==> src/hw/rtl/fat_chain_allocator_defines.svh <==
// Assertion macros for the allocator RTL.
`ifndef FAT_CHAIN_ALLOCATOR_DEFINES_SVH
`define FAT_CHAIN_ALLOCATOR_DEFINES_SVH

// Condition that must hold in the same cycle as its trigger.
`define FCA_ASSERT_NOW(lbl, trig, cond, msg) \
    lbl: assert property (@(posedge i_clk) disable iff (!i_rst_n) (trig) |-> (cond)) \
        else $error(msg);

// Condition that must hold in the cycle after its trigger.
`define FCA_ASSERT_NEXT(lbl, trig, cond, msg) \
    lbl: assert property (@(posedge i_clk) disable iff (!i_rst_n) (trig) |=> (cond)) \
        else $error(msg);

`endif

==> src/hw/rtl/fca_pkg.sv <==
// Shared types and constants for the allocation table block.
package fca_pkg;

    localparam int OP_W    = 2;
    localparam int FSIZE_W = 24;
    localparam int EIDX_W  = 10;
    localparam int STAT_W  = 2;
    localparam int OUTN_W  = 10;
    localparam int NEED_W  = FSIZE_W + 1;
    localparam int MIN_ENTRY_W = 14;
    localparam int END_MARK = 9999;

    localparam logic [OP_W-1:0] OP_ALLOC = 2'd0;
    localparam logic [OP_W-1:0] OP_FREE  = 2'd1;
    localparam logic [OP_W-1:0] OP_CLEAR = 2'd2;

    localparam logic [STAT_W-1:0] ST_OK    = 2'd0;
    localparam logic [STAT_W-1:0] ST_FULL  = 2'd1;
    localparam logic [STAT_W-1:0] ST_RANGE = 2'd2;

    typedef struct packed {
        logic               done;
        logic [FSIZE_W-1:0] quot;
    } t_div_res;

endpackage

==> src/hw/rtl/fca_div.sv <==
// Block count from file size: reciprocal multiplication by the block size.
module fca_div #(
    parameter int BLOCK_BYTES = 1024
) (
    input  logic                        i_clk,
    input  logic                        i_rst_n,
    input  logic                        i_start,
    input  logic [fca_pkg::FSIZE_W-1:0] i_dividend,
    output fca_pkg::t_div_res           o_res
);
    import fca_pkg::*;

    // With SHIFT = FSIZE_W + ceil(log2(BLOCK_BYTES)) and RECIP = ceil(2^SHIFT / BLOCK_BYTES),
    // (x * RECIP) >> SHIFT equals x / BLOCK_BYTES for every FSIZE_W-bit x.
    localparam int DIV_LOG = $clog2(BLOCK_BYTES);
    localparam int SHIFT   = FSIZE_W + DIV_LOG;
    localparam int RECIP_W = FSIZE_W + 1;
    localparam int PROD_W  = FSIZE_W + RECIP_W;
    localparam longint unsigned RECIP =
        ((64'd1 << SHIFT) + 64'(BLOCK_BYTES) - 64'd1) / 64'(BLOCK_BYTES);
    localparam logic [RECIP_W-1:0] RECIP_C = RECIP_W'(RECIP);

    logic              r_go;
    logic              r_done;
    logic [PROD_W-1:0] r_prod;
    logic [PROD_W-1:0] prod;

    // The dividend comes from a register loaded at the start edge, so its product is registered in the cycle after.
    assign prod = {{RECIP_W{1'b0}}, i_dividend} * {{FSIZE_W{1'b0}}, RECIP_C};

    always_ff @(posedge i_clk) begin
        if (!i_rst_n) begin
            r_go   <= 1'b0;
            r_done <= 1'b0;
        end else begin
            r_go   <= i_start;
            r_done <= r_go;
        end
        if (r_go) begin
            r_prod <= prod;
        end
    end

    assign o_res.done = r_done;
    assign o_res.quot = FSIZE_W'(r_prod >> SHIFT);

endmodule

==> config.mk <==
export PLATFORM = sky130hd
export DESIGN_NAME = fca_div
export DESIGN_NICKNAME = d
export VERILOG_FILES = /design/src/hw/rtl/fat_chain_allocator_defines.svh /design/src/hw/rtl/fca_pkg.sv /design/src/hw/rtl/fca_div.sv
export SDC_FILE = /design/constraint.sdc
export NUM_CORES = 1
export LEC_CHECK = 0
export ABC_AREA = 1
export BUFFER_PORTS_ARGS = -buffer_cell sky130_fd_sc_hd__buf_2
export CAP_MARGIN = 20
export CORE_MARGIN = 2
export CORE_UTILIZATION = 37
export DETAILED_ROUTE_END_ITERATION = 8
export PLACE_DENSITY = 0.85
export SYNTH_ARGS = -nofsm -noshare
export SYNTH_HDL_FRONTEND = slang
export SYNTH_SLANG_ARGS = --single-unit
==> constraint.sdc <==
create_clock -name i_clk -period 1.8 [get_ports i_clk]
set_input_delay 0.09 -clock i_clk [delete_from_list [all_inputs] [get_ports i_clk]]
set_output_delay 0.09 -clock i_clk [all_outputs]
set_load 0.05 [all_outputs]
==> impl_metrics.py, run 1 <==
metrics = {
    "placed_design": {
        "io_buffer_count": 31,
        "gp_congestion": 0.596,
        "place_hpwl_um": 574,
        "dp.cells": 77,
    },
    "timing": {
        "clock_skew_ns": 0.00425,
        "slew-limit-headroom_pct": 59.5,
        "max_freq_mhz": 833,
        "tns_ns": 0,
        "whs_ns": 0.520,
        "hold_violations": 0,
        "fin_crit_sh_pct": 66.7,
        "rsz0062_at_grt": "no",
        "report.final.slew_viol_count": 0,
        "period_needed_ns": 1.20,
        "tightest_slew_ns": 0.607,
        "setup_viol": 0,
    },
    "pwr": {
        "power_frac_comb_pct": 19.8,
        "ir_drop_mv": 0.588,
        "sw_frac_of_total_pct": 28.1,
        "p_switching_mw": 0.216,
        "power_density_mw_per_mm2": 868,
        "p_int_mw": 0.552,
        "leakage_nw": 0.408,
        "clkPwrFrac_pct": 24.3,
        "power_mw": 0.768,
        "seqPwrFrac_pct": 55.9,
    },
    "clock_tree": {
        "htree_levels": 1,
        "post_cts.repair.setup_buffers": 0,
        "cts_root_buffer": "clkbuf_4",
        "cts_resized": 0,
        "holdBufCountCts": 17,
        "clkLatencyLatePin_ns": 0.27,
        "numCtsBuffers": 3,
        "cts_sinks": 16,
        "clockBufferDepth": 2,
        "cts_tree": "built",
        "path_clk_slew_ns": 0.09,
    },
    "worst_setup_path": {
        "timing.critical_path.to": "r_go$_SDFF_PN0_",
        "crit_path_max_incr_delay_ns": 0.54,
        "ff2ff_setup_slack_ns": 0.73,
        "start_kind": "input port",
        "worstReg2RegStart": "r_go$_SDFF_PN0_",
        "rr_worst_depth": 0,
        "crit_chain": "dlygate4sd3_1, buf_2, nand2_1, dlygate4sd3_1, inv_1",
        "r2r_end": "r_prod[45]$_DFFE_PP_",
        "critPathCaptureType": "flip-flop",
        "cp_max_fo": 2,
        "cp.arrival_ns": 1.38,
        "cp_slowest_cell": "dlygate4sd3_1",
        "cpMostUsedCell": "dlygate4sd3_1",
        "crit_required_ns": 1.98,
        "crit_type": "input port to flip-flop",
        "worstSetupStartpoint": "i_rst_n",
    },
    "synthesis": {
        "ys_ff_latch": 16,
        "yosysUniqueCellTypes": 6,
        "yosysWarnings": 0,
        "syn_area_um2": 562,
        "synth_area_per_cell_um2": 17.6,
        "ys_seq_area_share_pct": 82.0,
        "syn-instance-count": 32,
    },
    "floorplanning": {
        "die_h_um": 43.0,
        "rows": 14,
        "core_mm2": 0.00147,
        "dieArea_mm2": 0.00185,
        "die_x_um": 43.0,
        "io_pins": 52,
        "initial_core_util_pct": 38.2,
    },
    "global_route": {
        "grt_pass1_vias": 385,
        "antenna_found_initial": 0,
        "grt_first_pass_wirelength_um": 1390,
        "track_usage_pct": 10.5,
        "grt_overflow": 0,
        "grt_max_degree": 16,
    },
    "route": {
        "firstDrtPassIters": 2,
        "drt-met1-wl_um": 306,
        "wl_met3_um": 61,
        "vias": 380,
        "highest_layer": "met3",
        "drc": 0,
        "initialDrtViolationCount": 1,
        "wl_met2_um": 546,
        "antenna_left": 0,
        "wl_per_cell_um": 9.33,
        "drt-vias-per-instance": 3.88,
        "routed_wirelength_um": 914,
    },
    "final_layout": {
        "diodes": 0,
        "layout-drive-gt1-share_pct": 41.5,
        "finalNetCount": 110,
        "area_delta_synth_final_pct": 57.5,
        "layout.cells.non_filler": 98,
    },
    "outcome": {
        "outcome": "complete, no violations",
    },
    "worst_hold_path": {
        "hold_class": "input port to flip-flop",
    },
    "flow_run": {
        "drv_cap": 0,
    },
}
-- placed cells by master (no fill, tap or decap), drive strengths merged --
| cell | count |
|---|---|
| conb | 10 |
| buf | 31 |
| clkbuf | 4 |
| nand2 | 2 |
| dlygate4sd3 | 17 |
| edfxtp | 14 |
| dfxtp | 2 |
| inv | 2 |
-- logic make-up (layout without fill, tap and decap cells) --
family | after synthesis | count (layout) | share of synthesized area, %
buffers and inverters | 13 | 54 | 16.0
other | 1 | 10 | 0.668
and+or+nand+nor | 2 | 2 | 1.34
DFF | 16 | 16 | 82.0
-- metal layers --
layer  track usage [%]  up-vias
met3              2.55        0
met5                 0        -
met2              20.9       19
met1              9.19      176
met4              5.45        0
li1                  -      185
-- through the flow --
stage	setup WS (ns)	instance area (µm²)	utilization, %
global placement	0.744	688	46.8
CTS	0.630	885	60.1
finish	0.599	885	60.1
global route	0.571	885	60.1
floorplan	0.845	596	-
detailed placement	0.736	688	46.8
-- sequential cells by signal (all words and copies together) (netlist names) --
register,flops
r_go,1
r_prod,14
r_done,1
-- critical path, delay by kind of cell --
| family | cells | cell delay [ns] |
|---|---|---|
| buffers and inverters | 4 | 1.25 |
| AND/OR/NAND/NOR | 1 | 0.05 |
-- power groups by stage --
stage	sequential (mW)	clock [mW]	combinational, mW
floorplan	0.483	0	0.0680
global placement	0.438	0	0.123
detailed placement	0.438	0	0.124
CTS	0.430	0.199	0.152
global route	0.432	0.209	0.159
finish	0.430	0.186	0.152
-- final cells by class --
class / instances / area (µm²)
fill: 127 / 587
sequential: 16 / 460
timing repair buffer: 48 / 325
multi-input combinational: 12 / 45.0
clock buffer: 4 / 26.3
tap: 16 / 20.0
inverter: 2 / 7.51
-- worst min-delay path by stage --
stage                         from                   end  slack [ns]  cells past startpoint
detailed placement  i_dividend[18]  r_prod[42]$_DFFE_PP_        0.27                      1
finish              i_dividend[18]  r_prod[42]$_DFFE_PP_        0.52                      2
CTS                 i_dividend[17]  r_prod[41]$_DFFE_PP_        0.49                      2
global placement           i_start       r_go$_SDFF_PN0_        0.27                      3
floorplan                  i_rst_n     r_done$_SDFF_PN0_        0.18                      2
global route        i_dividend[14]  r_prod[38]$_DFFE_PP_        0.51                      2
-- cell usage after synthesis (all sizes together) --
library cell	n	share of area [%]
edfxtp	14	75
conb	1	0.67
dfxtp	2	7.1
nand2	2	1.3
buf	11	15
inv	2	1.3
No activity file was read; power rests on OpenSTA's default activity.
==> run 2: changes to the inputs <==
--- a/config.mk
+++ b/config.mk
@@ -9,9 +9,9 @@
 export BUFFER_PORTS_ARGS = -buffer_cell sky130_fd_sc_hd__buf_2
 export CAP_MARGIN = 20
 export CORE_MARGIN = 2
-export CORE_UTILIZATION = 37
+export CORE_UTILIZATION = 31
 export DETAILED_ROUTE_END_ITERATION = 8
-export PLACE_DENSITY = 0.85
+export PLACE_DENSITY = 0.77
 export SYNTH_ARGS = -nofsm -noshare
 export SYNTH_HDL_FRONTEND = slang
 export SYNTH_SLANG_ARGS = --single-unit
==> constraint.sdc (replaced) <==
create_clock -name i_clk -period 1.1 [get_ports i_clk]
set_input_delay 0.055 -clock i_clk [delete_from_list [all_inputs] [get_ports i_clk]]
set_output_delay 0.055 -clock i_clk [all_outputs]
set_load 0.05 [all_outputs]
==> run 2 against run 1 <==
Against the previous run:
- combinational power rose by 74%
- global-route usage shrank 1.1 points
- worst setup slack worse by 0.43 ns
- critical path depth decreased by 4
- die area grew 17%
- via count fell by 0.53%
- register-to-register slack lost 0.45 ns
- hold slack worse by 0.036 ns
- largest power group unchanged
- highest routed layer unchanged
==> impl_metrics.py, run 2 (synthesis results as in run 1) <==
metrics = {
    "outcome": {
        "outcome": "complete, no violations",
    },
    "global_route": {
        "antenna_found_initial": 0,
        "grt_overflow": 0,
        "track_usage_pct": 9.35,
        "grt_max_degree": 12,
        "grt_first_pass_wirelength_um": 1360,
        "grt_pass1_vias": 357,
    },
    "final_layout": {
        "area_delta_synth_final_pct": 62.6,
        "layout-drive-gt1-share_pct": 43.4,
        "largest_reg_flops": 14,
        "reg_top3": "r_prod: 14 flops, r_done: 1 flops, r_go: 1 flops",
        "fill_cells": 153,
        "regMostFlops": "r_prod",
        "diodes": 0,
        "layout_common_cells": "buf_2, dlygate4sd3_1, edfxtp_1",
        "layout.cells.non_filler": 108,
        "final_util_pct": 53.5,
        "finalNetCount": 111,
        "mostFrequentLayoutCell": "buf_2",
    },
    "pwr": {
        "power_density_mw_per_mm2": 1380,
        "ir_drop_mv": 0.585,
        "leakage_nw": 0.420,
    },
    "floorplanning": {
        "dieArea_mm2": 0.00217,
        "core_mm2": 0.00171,
        "die_x_um": 46.6,
        "die_h_um": 46.6,
        "io_pins": 52,
        "rows": 15,
        "initial_core_util_pct": 32.9,
    },
    "clock_tree": {
        "path_clk_slew_ns": 0.09,
        "cts_sinks": 16,
        "htree_levels": 1,
        "numCtsBuffers": 3,
        "cts_root_buffer": "clkbuf_4",
        "clkLatencyLatePin_ns": 0.27,
        "post_cts.repair.setup_buffers": 0,
        "clockBufferDepth": 2,
        "cts_tree": "built",
    },
    "worst_setup_path": {
        "crit_type": "flip-flop to primary output",
        "ff2ff_setup_slack_ns": 0.28,
        "r2r_end": "r_prod[41]$_DFFE_PP_",
        "crit_path_max_incr_delay_ns": 0.38,
        "rr_worst_depth": 1,
        "timing.critical_path.to": "o_res[8]",
        "crit_required_ns": 1.04,
        "cpLargestDelayFamily": "flip-flops",
        "worstSetupStartpoint": "r_prod[42]$_DFFE_PP_",
        "critPathBufInv": 1,
        "cp_max_fo": 1,
        "cp_num_cells": 1,
        "critPathCaptureType": "primary output",
        "cp_slowest_cell": "edfxtp_1",
        "worstReg2RegStart": "r_go$_SDFF_PN0_",
        "start_kind": "flip-flop",
        "cp.arrival_ns": 0.88,
        "crit_chain": "buf_2",
    },
    "placed_design": {
        "gp_congestion": 0.601,
        "place_hpwl_um": 660,
        "place_ws_ns": 0.287,
        "io_buffer_count": 31,
        "dp.cells": 88,
    },
    "route": {
        "drt-vias-per-instance": 3.50,
        "routed_wirelength_um": 932,
        "initialDrtViolationCount": 0,
        "firstDrtPassIters": 1,
        "antenna_left": 0,
        "vias": 378,
        "wl_per_cell_um": 8.63,
        "drc": 0,
    },
    "timing": {
        "report.final.slew_viol_count": 0,
        "period_needed_ns": 0.931,
        "hold_violations": 0,
        "whs_ns": 0.484,
        "max_freq_mhz": 1070,
        "tns_ns": 0,
        "rsz0062_at_grt": "no",
        "setup_viol": 0,
        "clock_skew_ns": 0.00189,
        "setup_ws_ns": 0.169,
        "fin_crit_sh_pct": 84.7,
    },
    "flow_run": {
        "drv_cap": 0,
    },
    "worst_hold_path": {
        "hold_class": "input port to flip-flop",
    },
}
run 2: cell types whose count changed in the layout (fill, tap and decap cells not counted), sizes merged:
cell and delta:
dlygate4sd3 -1, buf +2
run 2: power breakdown:
group / internal (mW) / total, mW / leakage [nW] / switching, mW
Sequential: 0.688 / 0.695 / 0.148 / 0.00645
Clock: 0.140 / 0.303 / 0.0150 / 0.163
Combinational: 0.0811 / 0.265 / 0.257 / 0.184
Total: 0.910 / 1.26 / 0.420 / 0.354
run 2: final cells by class:
cell class / instances / area, µm² / share of cell area, %
sequential: 16 / 460 / 50.4
inverter: 2 / 7.51 / 0.822
multi-input combinational: 12 / 45.0 / 4.93
tap: 25 / 31.3 / 3.42
timing repair buffer: 49 / 343 / 37.5
clock buffer: 4 / 26.3 / 2.88
run 2: per-stage QoR:
stage	cell area, µm²	power [mW]
after global routing	913	1.32
after CTS	913	1.28
after detailed placement	727	0.931
after floorplan	596	0.901
after global placement	727	0.928
final	913	1.26
run 2: how the worst min path moves through the flow:
stage                   startpoint                    to  slack, ns  cells after the start
floorplan                  i_rst_n     r_done$_SDFF_PN0_       0.15                      2
global placement           i_start       r_go$_SDFF_PN0_       0.23                      3
detailed placement  i_dividend[15]  r_prod[39]$_DFFE_PP_       0.23                      1
CTS                 i_dividend[15]  r_prod[39]$_DFFE_PP_       0.47                      2
global route        i_dividend[13]  r_prod[37]$_DFFE_PP_       0.47                      2
finish              i_dividend[21]  r_prod[45]$_DFFE_PP_       0.48                      2
run 2: layer usage:
layer  global-route usage (%)  wire length (µm)  vias to the layer above
met5                        0                 0                        -
met4                     5.14                 0                        0
met3                     3.92                66                        0
met2                     17.2               531                       20
met1                     8.40               334                      171
li1                         -                 -                      187
run 2: repair_timing:
| action | CTS | global route |
|---|---|---|
| resized for setup | 0 | 0 |
| hold buffers | 16 | 0 |
| setup endpoints to repair | 0 | 0 |
| endpoints found under the hold margin | 16 | 0 |
